===== config.mk =====
export PLATFORM = sky130hd
export DESIGN_NAME = tvl1_queue
export DESIGN_NICKNAME = d
export VERILOG_FILES = /design/src/hdl/tvl1_pkg.sv /design/src/hdl/tvl1_queue.sv
export SDC_FILE = /design/constraint.sdc
export NUM_CORES = 1
export LEC_CHECK = 0
export ABC_AREA = 1
export BUFFER_PORTS_ARGS = -buffer_cell sky130_fd_sc_hd__buf_4
export CORE_MARGIN = 2
export CORE_UTILIZATION = 40
export DETAILED_ROUTE_END_ITERATION = 8
export PLACE_DENSITY = 0.61
export SETUP_SLACK_MARGIN = 0.1
export SLEW_MARGIN = 20
export SYNTH_ARGS = -nofsm -noshare
export SYNTH_HDL_FRONTEND = slang
export SYNTH_SLANG_ARGS = --single-unit

===== constraint.sdc =====
create_clock -name clk_i -period 2.05 [get_ports clk_i]
set_input_delay 0.41 -clock clk_i [delete_from_list [all_inputs] [get_ports clk_i]]
set_output_delay 0.41 -clock clk_i [all_outputs]
set_load 0.01 [all_outputs]

===== src/hdl/tvl1_pkg.sv =====
`timescale 1ns / 1ps

package tvl1_pkg;

  localparam int unsigned SAMPLE_W = 16;
  localparam int unsigned SUM_W = 48;
  localparam int unsigned TERM_W = SAMPLE_W + 2;

  localparam int unsigned CFG_IDX_W = 8;
  localparam int unsigned CFG_DATA_W = 32;
  localparam int unsigned CFG_DIM_W = 11;
  localparam int unsigned DSCALE_W = 17;
  localparam int unsigned TSCALE_W = 32;

  localparam int unsigned ROW_W = 10;
  localparam logic [CFG_DIM_W-1:0] MAX_PLANE_HEIGHT = 11'd1024;

  // Q16 scaling: sums split into a low word and a high part
  localparam int unsigned Q_FRAC = 16;
  localparam int unsigned LO_W = 32;
  localparam int unsigned HI_W = SUM_W - LO_W;

  localparam int unsigned QUEUE_DEPTH = 4;
  localparam int unsigned QPTR_W = $clog2(QUEUE_DEPTH);
  localparam int unsigned QLVL_W = QPTR_W + 1;

  typedef enum logic [CFG_IDX_W-1:0] {
    REG_ROW_WIDTH    = 8'd0,
    REG_PLANE_HEIGHT = 8'd1,
    REG_DATA_SCALE   = 8'd2,
    REG_TV_SCALE     = 8'd3
  } reg_idx_e;

  typedef struct packed {
    logic signed [SAMPLE_W-1:0] pred_sample;
    logic signed [SAMPLE_W-1:0] label_sample;
    logic                       batch_end;
  } in_t;

  typedef struct packed {
    logic [SUM_W-1:0] loss_value;
    logic [SUM_W-1:0] tv_value;
    logic             saturated;
  } out_t;

  // position class of a pixel inside its row and plane
  typedef struct packed {
    logic first_col;
    logic last_col;
    logic first_row;
    logic last_row;
  } cls_t;

  // batch totals handed to the scaling pipeline
  typedef struct packed {
    logic [SUM_W-1:0] data_sum;
    logic [SUM_W-1:0] tv_sum;
    logic             sat;
  } acc_t;

  function automatic logic [SAMPLE_W-1:0] abs_diff(input logic signed [SAMPLE_W-1:0] a,
                                                   input logic signed [SAMPLE_W-1:0] b);
    logic [SAMPLE_W:0] d;
    logic [SAMPLE_W:0] m;
    d = {a[SAMPLE_W-1], a} - {b[SAMPLE_W-1], b};
    m = d[SAMPLE_W] ? (~d + 1'b1) : d;
    return m[SAMPLE_W-1:0];
  endfunction

endpackage


===== src/hdl/tvl1_queue.sv =====
`timescale 1ns / 1ps

module tvl1_queue import tvl1_pkg::*; #(
  parameter int unsigned WIDTH = 8
) (
  input  logic              clk_i,
  input  logic              rst_ni,
  input  logic              push_i,
  input  logic [WIDTH-1:0]  data_i,
  input  logic              pop_i,
  output logic              valid_o,
  output logic [WIDTH-1:0]  data_o,
  output logic [QLVL_W-1:0] level_o
);

  logic [WIDTH-1:0]  mem_q [QUEUE_DEPTH];
  logic [QPTR_W-1:0] wr_ptr_q, wr_ptr_d;
  logic [QPTR_W-1:0] rd_ptr_q, rd_ptr_d;
  logic [QLVL_W-1:0] level_q, level_d;

  always_comb begin
    wr_ptr_d = push_i ? wr_ptr_q + QPTR_W'(1) : wr_ptr_q;
    rd_ptr_d = pop_i ? rd_ptr_q + QPTR_W'(1) : rd_ptr_q;
    unique case ({push_i, pop_i})
      2'b10:   level_d = level_q + QLVL_W'(1);
      2'b01:   level_d = level_q - QLVL_W'(1);
      default: level_d = level_q;
    endcase
  end

  always_ff @(posedge clk_i or negedge rst_ni) begin
    if (!rst_ni) begin
      wr_ptr_q <= '0;
      rd_ptr_q <= '0;
      level_q  <= '0;
    end else begin
      wr_ptr_q <= wr_ptr_d;
      rd_ptr_q <= rd_ptr_d;
      level_q  <= level_d;
    end
  end

  always_ff @(posedge clk_i) begin
    if (push_i) begin
      mem_q[wr_ptr_q] <= data_i;
    end
  end

  assign valid_o = (level_q != '0);
  assign data_o  = mem_q[rd_ptr_q];
  assign level_o = level_q;

endmodule


; After elaboration in Yosys (flattened, before gate mapping)
; Memories as Yosys holds them, arrays and structs flattened.
; Index checks and enable logic that the tools add are counted.
[op_classes]
n_addsub = 4
n_eq_ne = 2
muxes = 3
reduce_logical = 2
[ops]
columns = operator, n
row1 = one-hot mux 3 bit (2 select lines), 1
row2 = "adder 2 x 1 -> 2 bit, second input constant", 2
row3 = "adder 3 x 1 -> 3 bit, second input constant", 1
row4 = nonzero test 3 bit, 1
row5 = "subtractor 3 x 1 -> 3 bit, second input constant", 1
row6 = "equality test 2 x 1 -> 1 bit, second input constant", 1
row7 = "equality test 2 bit, second input constant", 1
row8 = two-way mux 1 bit, 2
row9 = nonzero test 2 bit, 1
[totals]
regBits = 7
mem_bits_rw = 32
output_inout_bits = 12
elab_cells = 15
mem_count = 1
[mem_list]
columns = name, words, width, read_ports, rd_ports_with_merged_regs, wr, line
row1 = mem_q, 4, 8, 1, 0, 1, tvl1_queue.sv:16  ; logic [WIDTH-1:0] mem_q [QUEUE_DEPTH];

; Depth between registers and ports, before layout
[depth]
ltp_word = 2
mapped_depth = 10
depth_no_buf = 9

; Least setup slack after synthesis
; No wires, ideal clock.
[synth_path]
kind = in2reg
from = in push_i
to = reg level_q[2], in the netlist level_o[2]
setup_time_ps = 117
arrival_ps = 1411
path_slack_ps = 522
cell_stages = 9
path_buffers = 1
cell_sequence = buf_2 -> inv_1 -> ha_1 -> inv_1 -> fa_1 -> nand2_1 -> nand3_1 -> nand2_1 -> nand2_1
[synth_via]
elab_chain_cells = 2
[synth_rtl]
columns = element, line
row1 = start: declaration, tvl1_queue.sv:8  ; input logic push_i,
row2 = equality test 2 x 1 -> 1 bit / equality test 2 bit (equally long branches), tvl1_queue.sv:24  ; unique case ({push_i, pop_i})
row3 = one-hot mux 3 bit (2 select lines) / nonzero test 2 bit (equally long branches), --
row4 = end signal: assignment, tvl1_queue.sv:39  ; level_q <= level_d;
row5 = end: declaration, tvl1_queue.sv:19  ; logic [QLVL_W-1:0] level_q, level_d;
; Several ways; a longest one is shown, not always the timed one.
; A chain may end at the register's enable or synchronous reset.

; Worst setup path in the final report
[layout_path]
from = reg rd_ptr_q[0]
to = out data_o[5]
[layout_via]
elab_chain_cells = 1
[layout_rtl]
columns = element, line
row1 = start: declaration, tvl1_queue.sv:18  ; logic [QPTR_W-1:0] rd_ptr_q, rd_ptr_d;
row2 = start signal: assignment, tvl1_queue.sv:38  ; rd_ptr_q <= rd_ptr_d;
row3 = memory read (4 x 8 bit), --
row4 = end: declaration, tvl1_queue.sv:12  ; output logic [WIDTH-1:0] data_o,
; Every way passes these cells.

==> results.json <==
{
  "dp.cells": 210,
  "syn_inst": 141,
  "place_congestion": 0.720,
  "tns_ns": 0,
  "crit_fanout": 34,
  "finalHoldWorstSlack_ns": 0.312,
  "outcome": "completed",
  "grt_max_degree": 35,
  "swShare": 0.351,
  "cts_resized": 0,
  "nets": 186,
  "r2r_slack_ns": 0.69,
  "crit_path_end_kind": "output port",
  "cts.clk_slew.worst_paths_ns": 0.07,
  "rows": 23,
  "route.detailed.wl_per_inst_um": 12.7,
  "io_pins": 24,
  "viasPerCell": 4.66,
  "pwr-share-seq": 0.432,
  "grt-ovfl-total": 0,
  "p_comb_frac": 0.382,
  "clkSinkCount": 39,
  "syn_nets": 159,
  "max-cap-violations": 0,
  "synthesis.area_sq_um": 1700,
  "diodes": 0,
  "antenna_found_initial": 0,
  "min_from": "pop_i",
  "endpoint": "data_o[5]",
  "min_delay_path_depth": 2,
  "drt-initial-drc-count": 73,
  "synth_area_leaders": "edfxtp_1 56%, dfrtp_1 10%, nand2_1 7.7%",
  "die_area_sq_um": 4800,
  "clk-insertion-delay-late_ns": 0.29,
  "path_class": "reg -> out",
  "rsz0062_at_grt": "false",
  "yosysTopAreaCell": "edfxtp_1",
  "r2r_start": "wr_ptr_q[1]",
  "area_growth_pct": 17.0,
  "drive_gt1_frac": 0.201,
  "initial_core_util": 0.420,
  "startpoint": "rd_ptr_q[0]",
  "slew_headroom": 0.738,
  "timing.rr.end": "mem_q[1][4]",
  "post_cts_buffers": 0,
  "layout_commonest_cell": "nand2_1",
  "leakagePower_nw": 0.888,
  "synth.distinct_cells": 16,
  "hold_class": "in -> reg",
  "required_ns": 1.64,
  "hold_viol_final": 0,
  "clock_path_buffers": 2,
  "slew_viol_final": 0,
  "p_int_mw": 1.74,
  "worstRegToRegCells": 4,
  "cts_max_level": 2,
  "cp.arrival_ns": 1.35,
  "pwr-share-clk": 0.185,
  "synth_top_area_share": 0.564,
  "max_freq_mhz": 568,
  "start_kind": "register",
  "tightest_slew_ns": 0.392,
  "vias": 1020,
  "p_per_area_nw_per_um2": 1340,
  "dpl_cell_area_sq_um": 1900,
  "drc": 0,
  "dieWidth_um": 69.3,
  "design_area_sq_um": 1990,
  "cts_inserted_buffers": 5,
  "ys_seq_area_frac": 0.667,
  "chipHeight_um": 69.3,
  "hold_buffers": 1,
  "synth_area_per_cell_sq_um": 12.1,
  "dr.pass1.iters": 4,
  "grt_pass1_wl_um": 4840,
  "yosysWarnings": 0,
  "ys_seq_elements": 39,
  "grt_usage": 0.133,
  "n_fill_cell": 370,
  "port_buffers": 23,
  "vdd_drop_max_uv": 672,
  "cts-root-buf": "clkbuf_8",
  "fin_crit_ns": 1.76,
  "coreArea_sq_um": 4060,
  "cts_tree": "built",
  "post-route-period-util": 0.859,
  "switchingPower_mw": 0.939,
  "ant_nets": 0,
  "dp_hpwl_um": 1860,
  "finalWirelength_um": 2790,
  "finalSetupViolations": 0,
  "grt_pass1_vias": 1057,
  "fin_cells": 219,
  "final_cell_mix": "35 x nand2_1, 32 x edfxtp_1, 29 x inv_1, 25 x buf_4, 15 x o211ai_1",
  "fin_skew_ns": 0.00662
}
[state kept, by name, summed over array words and instances, names as in the netlist]
signal and count:
mem_q 32, level_o 3, rd_ptr_q 2, wr_ptr_q 2
[worst min-delay path by stage]
stage | to
after floorplan | level_o[0]
after global placement | wr_ptr_q[0]
after detailed placement | wr_ptr_q[0]
after CTS | mem_q[3][2]
after global routing | mem_q[3][1]
final | rd_ptr_q[0]
[cell usage after synthesis (all sizes together)]
cell    instances
o211ai         16
inv            30
fa              1
edfxtp         32
o21ai           2
dfrtp           7
nand4           1
buf             6
ha              5
xor2            3
xnor2           1
nand3           2
nand2          35
[worst max-delay path, stage by stage, from the launching register on]
cell and delay, ns:
dfrtp_1 0.32, buf_4 0.31, nand2_1 0.11, o211ai_1 0.09, nand2_1 0.08, buf_4 0.15
[cells by family after synthesis]
group	count (synthesis)	share of synthesized area
flip-flops	39	0.667
XOR/XNOR	4	0.0206
AO/OA/AOI/OAI	18	0.0793
adder cells (fa/ha/maj)	6	0.0485
AND/OR/NAND/NOR	38	0.0866
buffers and inverters	36	0.0984
[power groups by stage]
stage	logic, mW	registers (mW)	clock network (mW)
2_1_floorplan	0.703	1.15	0
3_3_place_gp	1.02	1.17	0
3_5_place_dp	1.05	1.17	0
4_1_cts	1.05	1.16	0.504
5_1_grt	1.18	1.18	0.534
6_report	1.02	1.16	0.496
[metrics by stage]
stage	worst slack (ns)	util	power, mW
finish	0.289	0.492	2.68
global route	0.146	0.492	2.89
CTS	0.274	0.492	2.71
detailed placement	0.447	0.468	2.22
global placement	0.508	0.468	2.18
floorplan	0.522	-	1.86
[final cells by class]
type	instances	area, sq um	share of cell area
clock buffers	6	72.6	0.0364
repair buffers	26	198	0.0991
well taps	50	62.6	0.0314
inverters	30	113	0.0565
multi-input cells	66	400	0.201
flip-flops and latches	39	1140	0.570
clock inverters	2	12.5	0.00627
[layer usage]
metal	GRT usage	part of all wire	wire length (um)	up-vias
li1	-	-	-	513
met1	0.156	0.43	1200	477
met2	0.220	0.50	1400	23
met3	0.0363	0.050	140	7
met4	0.0719	0.019	53	0
met5	0	0	0	-
Power figures use the tool's default switching activity.
