File: src/hdl/tvl1_pkg.sv
`timescale 1ns / 1ps

package tvl1_pkg;

  localparam int unsigned SAMPLE_W = 16;
  localparam int unsigned SUM_W = 48;
  localparam int unsigned TERM_W = SAMPLE_W + 2;

  localparam int unsigned CFG_IDX_W = 8;
  localparam int unsigned CFG_DATA_W = 32;
  localparam int unsigned CFG_DIM_W = 11;
  localparam int unsigned DSCALE_W = 17;
  localparam int unsigned TSCALE_W = 32;

  localparam int unsigned ROW_W = 10;
  localparam logic [CFG_DIM_W-1:0] MAX_PLANE_HEIGHT = 11'd1024;

  // Q16 scaling: sums split into a low word and a high part
  localparam int unsigned Q_FRAC = 16;
  localparam int unsigned LO_W = 32;
  localparam int unsigned HI_W = SUM_W - LO_W;

  localparam int unsigned QUEUE_DEPTH = 4;
  localparam int unsigned QPTR_W = $clog2(QUEUE_DEPTH);
  localparam int unsigned QLVL_W = QPTR_W + 1;

  typedef enum logic [CFG_IDX_W-1:0] {
    REG_ROW_WIDTH    = 8'd0,
    REG_PLANE_HEIGHT = 8'd1,
    REG_DATA_SCALE   = 8'd2,
    REG_TV_SCALE     = 8'd3
  } reg_idx_e;

  typedef struct packed {
    logic signed [SAMPLE_W-1:0] pred_sample;
    logic signed [SAMPLE_W-1:0] label_sample;
    logic                       batch_end;
  } in_t;

  typedef struct packed {
    logic [SUM_W-1:0] loss_value;
    logic [SUM_W-1:0] tv_value;
    logic             saturated;
  } out_t;

  // position class of a pixel inside its row and plane
  typedef struct packed {
    logic first_col;
    logic last_col;
    logic first_row;
    logic last_row;
  } cls_t;

  // batch totals handed to the scaling pipeline
  typedef struct packed {
    logic [SUM_W-1:0] data_sum;
    logic [SUM_W-1:0] tv_sum;
    logic             sat;
  } acc_t;

  function automatic logic [SAMPLE_W-1:0] abs_diff(input logic signed [SAMPLE_W-1:0] a,
                                                   input logic signed [SAMPLE_W-1:0] b);
    logic [SAMPLE_W:0] d;
    logic [SAMPLE_W:0] m;
    d = {a[SAMPLE_W-1], a} - {b[SAMPLE_W-1], b};
    m = d[SAMPLE_W] ? (~d + 1'b1) : d;
    return m[SAMPLE_W-1:0];
  endfunction

endpackage

File: src/hdl/tvl1_front.sv
`timescale 1ns / 1ps

module tvl1_front import tvl1_pkg::*; #(
  parameter int unsigned MAX_ROW_WIDTH = 1024,
  localparam int unsigned ColW = $clog2(MAX_ROW_WIDTH)
) (
  input  logic                 clk_i,
  input  logic                 rst_ni,
  input  logic                 in_valid_i,
  input  in_t                  in_data_i,
  output logic                 in_stall_o,
  input  logic [CFG_DIM_W-1:0] row_width_i,
  input  logic [CFG_DIM_W-1:0] plane_height_i,
  input  logic                 q_full_i,
  output logic                 push_o,
  output in_t                  item_o,
  output cls_t                 cls_o,
  output logic [ColW-1:0]      col_o
);

  localparam int unsigned CmpW = (ColW + 1 > CFG_DIM_W) ? ColW + 1 : CFG_DIM_W;

  logic [ColW-1:0]      col_q, col_d;
  logic [ROW_W-1:0]     row_q, row_d;
  logic [CmpW-1:0]      w_eff;
  logic [CFG_DIM_W-1:0] h_eff;
  logic                 last_col, last_row;

  // out-of-range sizes are clamped into the supported window
  always_comb begin
    priority if (row_width_i == '0) begin
      w_eff = CmpW'(1);
    end else if (CmpW'(row_width_i) > CmpW'(MAX_ROW_WIDTH)) begin
      w_eff = CmpW'(MAX_ROW_WIDTH);
    end else begin
      w_eff = CmpW'(row_width_i);
    end
    priority if (plane_height_i == '0) begin
      h_eff = CFG_DIM_W'(1);
    end else if (plane_height_i > MAX_PLANE_HEIGHT) begin
      h_eff = MAX_PLANE_HEIGHT;
    end else begin
      h_eff = plane_height_i;
    end
  end

  assign last_col = (CmpW'(col_q) + CmpW'(1)) >= w_eff;
  assign last_row = (CFG_DIM_W'(row_q) + CFG_DIM_W'(1)) >= h_eff;

  assign push_o     = in_valid_i && !q_full_i;
  assign in_stall_o = q_full_i;
  assign item_o     = in_data_i;
  assign col_o      = col_q;

  always_comb begin
    cls_o.first_col = (col_q == '0);
    cls_o.last_col  = last_col;
    cls_o.first_row = (row_q == '0);
    cls_o.last_row  = last_row;
  end

  always_comb begin
    col_d = col_q;
    row_d = row_q;
    if (push_o) begin
      priority if (in_data_i.batch_end) begin
        col_d = '0;
        row_d = '0;
      end else if (last_col) begin
        col_d = '0;
        row_d = last_row ? '0 : row_q + ROW_W'(1);
      end else begin
        col_d = col_q + ColW'(1);
      end
    end
  end

  always_ff @(posedge clk_i or negedge rst_ni) begin
    if (!rst_ni) begin
      col_q <= '0;
      row_q <= '0;
    end else begin
      col_q <= col_d;
      row_q <= row_d;
    end
  end

endmodule

File: config.mk
export PLATFORM = sky130hd
export DESIGN_NAME = tvl1_front
export DESIGN_NICKNAME = d
export VERILOG_FILES = /design/src/hdl/tvl1_pkg.sv /design/src/hdl/tvl1_front.sv
export SDC_FILE = /design/constraint.sdc
export NUM_CORES = 1
export LEC_CHECK = 0
export BUFFER_PORTS_ARGS = -buffer_cell sky130_fd_sc_hd__buf_2
export CORE_MARGIN = 2
export CORE_UTILIZATION = 47
export DETAILED_ROUTE_END_ITERATION = 16
export GPL_TIMING_DRIVEN = 0
export PLACE_DENSITY = 0.82
export RECOVER_POWER = 50
export REMOVE_ABC_BUFFERS = 1
export SYNTH_ARGS = -nofsm -noshare
export SYNTH_HDL_FRONTEND = slang
export SYNTH_SLANG_ARGS = --single-unit
File: constraint.sdc
create_clock -name clk_i -period 3.8 [get_ports clk_i]
set_clock_uncertainty 0.1 [all_clocks]
set_input_delay 0.76 -clock clk_i [delete_from_list [all_inputs] [get_ports clk_i]]
set_output_delay 0.76 -clock clk_i [all_outputs]
set_load 0.02 [all_outputs]
* Word-level counts from Yosys, hierarchy flattened
Cells that the tools add are included.
** Storage, ports and cells
- Input port bits :: 59
- Flip-flop bits (word level) :: 20
- Word-level logic and storage cells :: 27
** Operators by class
- Reduce and logical (&&, ||, !) cells :: 8
- Magnitude comparators :: 4
- Multiplexer cells :: 9
- Add/sub/neg operators :: 4
** Operator list (number)
- $mux 10 :: 5
- $mux 11 :: 4
- $add 10x1->11 const B :: 2
- $ge 11x11->1 :: 2
- $gt 11x11->1 const B :: 2
- $logic_not 11->1 :: 2
- $add 10x1->10 const B :: 2
- $logic_not 10->1 :: 2
- $reduce_and 2->1 :: 1
- $reduce_bool 2->1 :: 1
- $logic_and 1x1->1 :: 1
- $logic_not 1->1 :: 1

* Longest topological paths before layout
- Depth after elaboration :: 7
- Mapped depth :: 13

* Worst setup path after synthesis
OpenSTA, ideal clock, no wires.
- Kind :: register to output
- From :: reg row_q[0]
- To :: out cls_o[0] (netlist bit)
- Path buffers :: 1
- Data arrival time :: 2.416 ns
- Slack :: 0.524 ns
- Stages on the path, launching flop included :: 11
- Path through :: dfrtp_1 -> ha_1 -> and3_1 -> and3_1 -> xor2_1 -> ha_1 -> a21o_1 -> a221o_1 -> a41oi_2 -> o21ai_0 -> buf_4
** Between the ends
- Word-level cells in the longest chain between the ends :: 2
** RTL lines
- from (decl) :: RTL line tvl1_front.sv:24 : logic [ROW_W-1:0] row_q, row_d;
- from (signal assigned) :: RTL line tvl1_front.sv:84 : row_q <= row_d;
- $add 10x1->11 :: RTL line tvl1_front.sv:48 : assign last_row = (CFG_DIM_W'(row_q) + CFG_DIM_W'(1)) >= h_eff;
- $ge 11x11->1 :: RTL line tvl1_front.sv:48
- to (decl) :: RTL line tvl1_front.sv:17 : output cls_t cls_o,
Every way passes these cells.

==> run_results.csv <==
group,metric,value,unit
die,die_height,71.7,um
global_route,grt_pass1_vias,1693,
finish,area_growth,2.73,%
yosys,ys_async_sr_fraction,100,%
setup_path,path_class,"register to output pin",
yosys,ys_seq_area_share,23.2,%
clock_network,numCtsBuffers,3,
finish,nNetsFinal,347,
setup_path,crit_fanout,5,
power,p_clk_share,29.4,%
power,p_per_area,330,mW/mm2
setup_path,critical_path.endpoint_type,"output pin",
finish,drive_gt1_share,23.0,%
yosys,synth_top_family_by_area,"simple AND/OR/NAND/NOR gates",
yosys,synthCells,255,
setup_path,r2r-start,"row_q[0]",
drt,wl_per_cell,17.4,um
yosys,synthFlopType,"dfrtp_1",
sta,worstMarginPinSlew,1.07,ns
yosys,netlist.top_cell.by_area,"dfrtp_1",
global_route,overflow,0,
die,die_width,71.7,um
sta,setup_violations,0,
setup_path,r2r_end,"row_q[0]",
outcome,status,"finished clean",
yosys,synth_top_area_share,23.2,%
global_route,antenna_found_initial,0,
yosys,yosys.cell_types.count,39,
sta,fin_crit_sh,97.1,%
drt,route.detailed.drc,0,
clock_network,cts_sinks,20,
yosys,synth_area,0.00216,mm2
drt,drt_iter0_markers,75,
sta,slew_headroom,28.8,%
yosys,synth.avg_cell_area,8.45,um2
yosys,synth-xor-area-share,6.50,%
setup_path,r2r_setup_slack,0.71,ns
yosys,yosys-top-cells-area,"dfrtp_1, ha_1, buf_4",
worst_hold_path,worst_hold_startpoint,"row_q[9]",
place,dp_cells,309,
finish,diodes,0,
worst_hold_path,holdPathStages,2,
sta,timing_hold_violations_final,0,
yosys,synth_warnings,0,
power,vdd_ir_drop_max,0.150,mV
worst_hold_path,hold_path_class,"register to register",
job,drv_cap,0,
die,rows,24,
drt,drtAntennaViolNets,0,
yosys,synth_enable_flop_cells,0,
yosys,muxShareOfSynthArea,1.04,%
die,dieArea,0.00514,mm2
clock_network,clockBufferDepth,2,
clock_network,clock_latency,0.26,ns
setup_path,ff2ff_path_depth,11,
finish,n_fill_cell,410,
sta,slew_viol_final,0,
drt,vias_per_cell,5.83,
drt,drtPass1Iterations,4,
clock_network,holdBufCountCts,0,
global_route,grt_max_degree,21,
clock_network,h-tree-depth,1,
yosys,synth_compound_area_share,17.5,%
drt,num_vias,1825,
die,initial_core_util,49.2,%
clock_network,cts.clk_slew.worst_paths,0.08,ns
finish,final_cells,313,
setup_path,cp.required,2.94,ns
sta,fmax,271,MHz
power,p_total,0.731,mW
yosys,synthAdderAreaFrac,15.1,%
finish,fin_util,50.5,%
power,power_leakage,1.17,nW
setup_path,arrival,2.83,ns
power,swShare,34.0,%
die,ios,108,
die,core,0.00438,mm2
power,p_int,0.483,mW
power,power.switching,0.249,mW
power,sequentialPowerShare,36.2,%
clock_network,clock-root-buffer,"clkbuf_8",
place,gp_congestion,0.788,
yosys,ys_seq_elements,20,
finish,mostFrequentLayoutCells,"buf_2, nand2_1, ha_1",
yosys,synthSimpleGateAreaFrac,20.7,%
worst_hold_path,min_to,"row_q[9]",
drt,wirelength,5450,um
global_route,grt_usage,21.2,%
clock_network,cts_tree,"yes",
place,hpwl,4260,um
power,pwr-share-comb,34.4,%
global_route,grt_pass1_wl,8400,um
sta,min_period,3.69,ns
place,port_buffers,43,
setup_path,startpoint_type,"register",
finish,layout_commonest_cell,"buf_2",
==> sequential cells by signal (all words and copies together), names as in the netlist <==
name,flops
col_o,10
row_q,10
==> layer usage <==
layer | up-vias | wire length (um) | global-route usage (%)
li1 | 878 | - | -
met1 | 842 | 2390 | 28.7
met2 | 94 | 2230 | 29.5
met3 | 11 | 758 | 10.7
met4 | 0 | 67 | 5.03
met5 | - | 0 | 7.07
==> kinds of logic after synthesis <==
kind of cell,count (synthesis)
simple gates,89
compound gates,49
buf+inv,53
mux,2
xor+xnor,16
flops,20
fa+ha+maj,26
==> power groups by stage <==
stage	sequential, mW	combinational [mW]	clock [mW]
after global routing	0.269	0.281	0.227
after floorplan	0.269	0.168	0
after CTS	0.262	0.253	0.217
after global placement	0.265	0.242	0
after detailed placement	0.266	0.252	0
final	0.264	0.252	0.215
==> layout make-up <==
class	instances	area (um2)	share of cell area, %
multi-input cells	182	1320	59.5
inverters	12	45.0	2.03
clock buffers	3	41.3	1.86
well taps	52	65.1	2.94
flip-flops and latches	20	502	22.7
repair buffers	43	214	9.66
clock inverters	1	30.0	1.36
==> cell usage after synthesis, types with 3 or more instances <==
master and number:
nand2_1 32, a22o_1 10, nor4_1 8, inv_1 10
ha_1 26, nor2_1 14, dfrtp_1 20, xor2_1 8
nand3_1 9, nor3_1 3, a21oi_1 5, o21bai_1 3
xnor2_1 8, clkbuf_1 3, nor2b_1 5, and3_1 9
buf_4 36, o21ai_0 13, a21o_1 3
==> how the worst max path moves through the flow <==
| stage | start | to | slack [ns] | cells after the start |
|---|---|---|---|---|
| floorplan | row_width_i[6] | cls_o[2] | 0.52 | 8 |
| detailed placement | row_width_i[6] | cls_o[2] | 0.19 | 10 |
| finish | row_q[0] | cls_o[0] | 0.11 | 10 |
| global placement | row_width_i[6] | cls_o[2] | 0.22 | 10 |
| CTS | row_q[0] | cls_o[0] | 0.06 | 10 |
| global route | row_q[1] | cls_o[0] | -0.003 | 10 |
==> critical path: stages (launching register included) <==
cell     delay [ns]
dfrtp_2        0.44
ha_2           0.22
and3_1         0.20
and3_1         0.23
xor2_1         0.16
ha_1           0.31
a21o_1         0.16
a221o_1        0.35
a41oi_2        0.20
o21ai_0        0.12
buf_2          0.17
==> stage by stage <==
step / setup slack [ns] / cell area (um2) / hold WS [ns] / setup TNS, ns
final: 0.112 / 2210 / 0.491 / 0
after global routing: -0.00315 / 2210 / 0.536 / -0.00315
after CTS: 0.0594 / 2210 / 0.349 / 0
after detailed placement: 0.190 / 2140 / 0.462 / 0
after global placement: 0.219 / 2140 / 0.427 / 0
after floorplan: 0.515 / 1860 / 0.364 / 0
==> what timing repair did <==
| item | 4_1_cts | 5_1_grt |
|---|---|---|
| buffers inserted | 0 | 0 |
| gates resized for setup | 0 | 3 |
| setup endpoints to repair | 0 | 1 |
(Power assumes the default switching activity.)
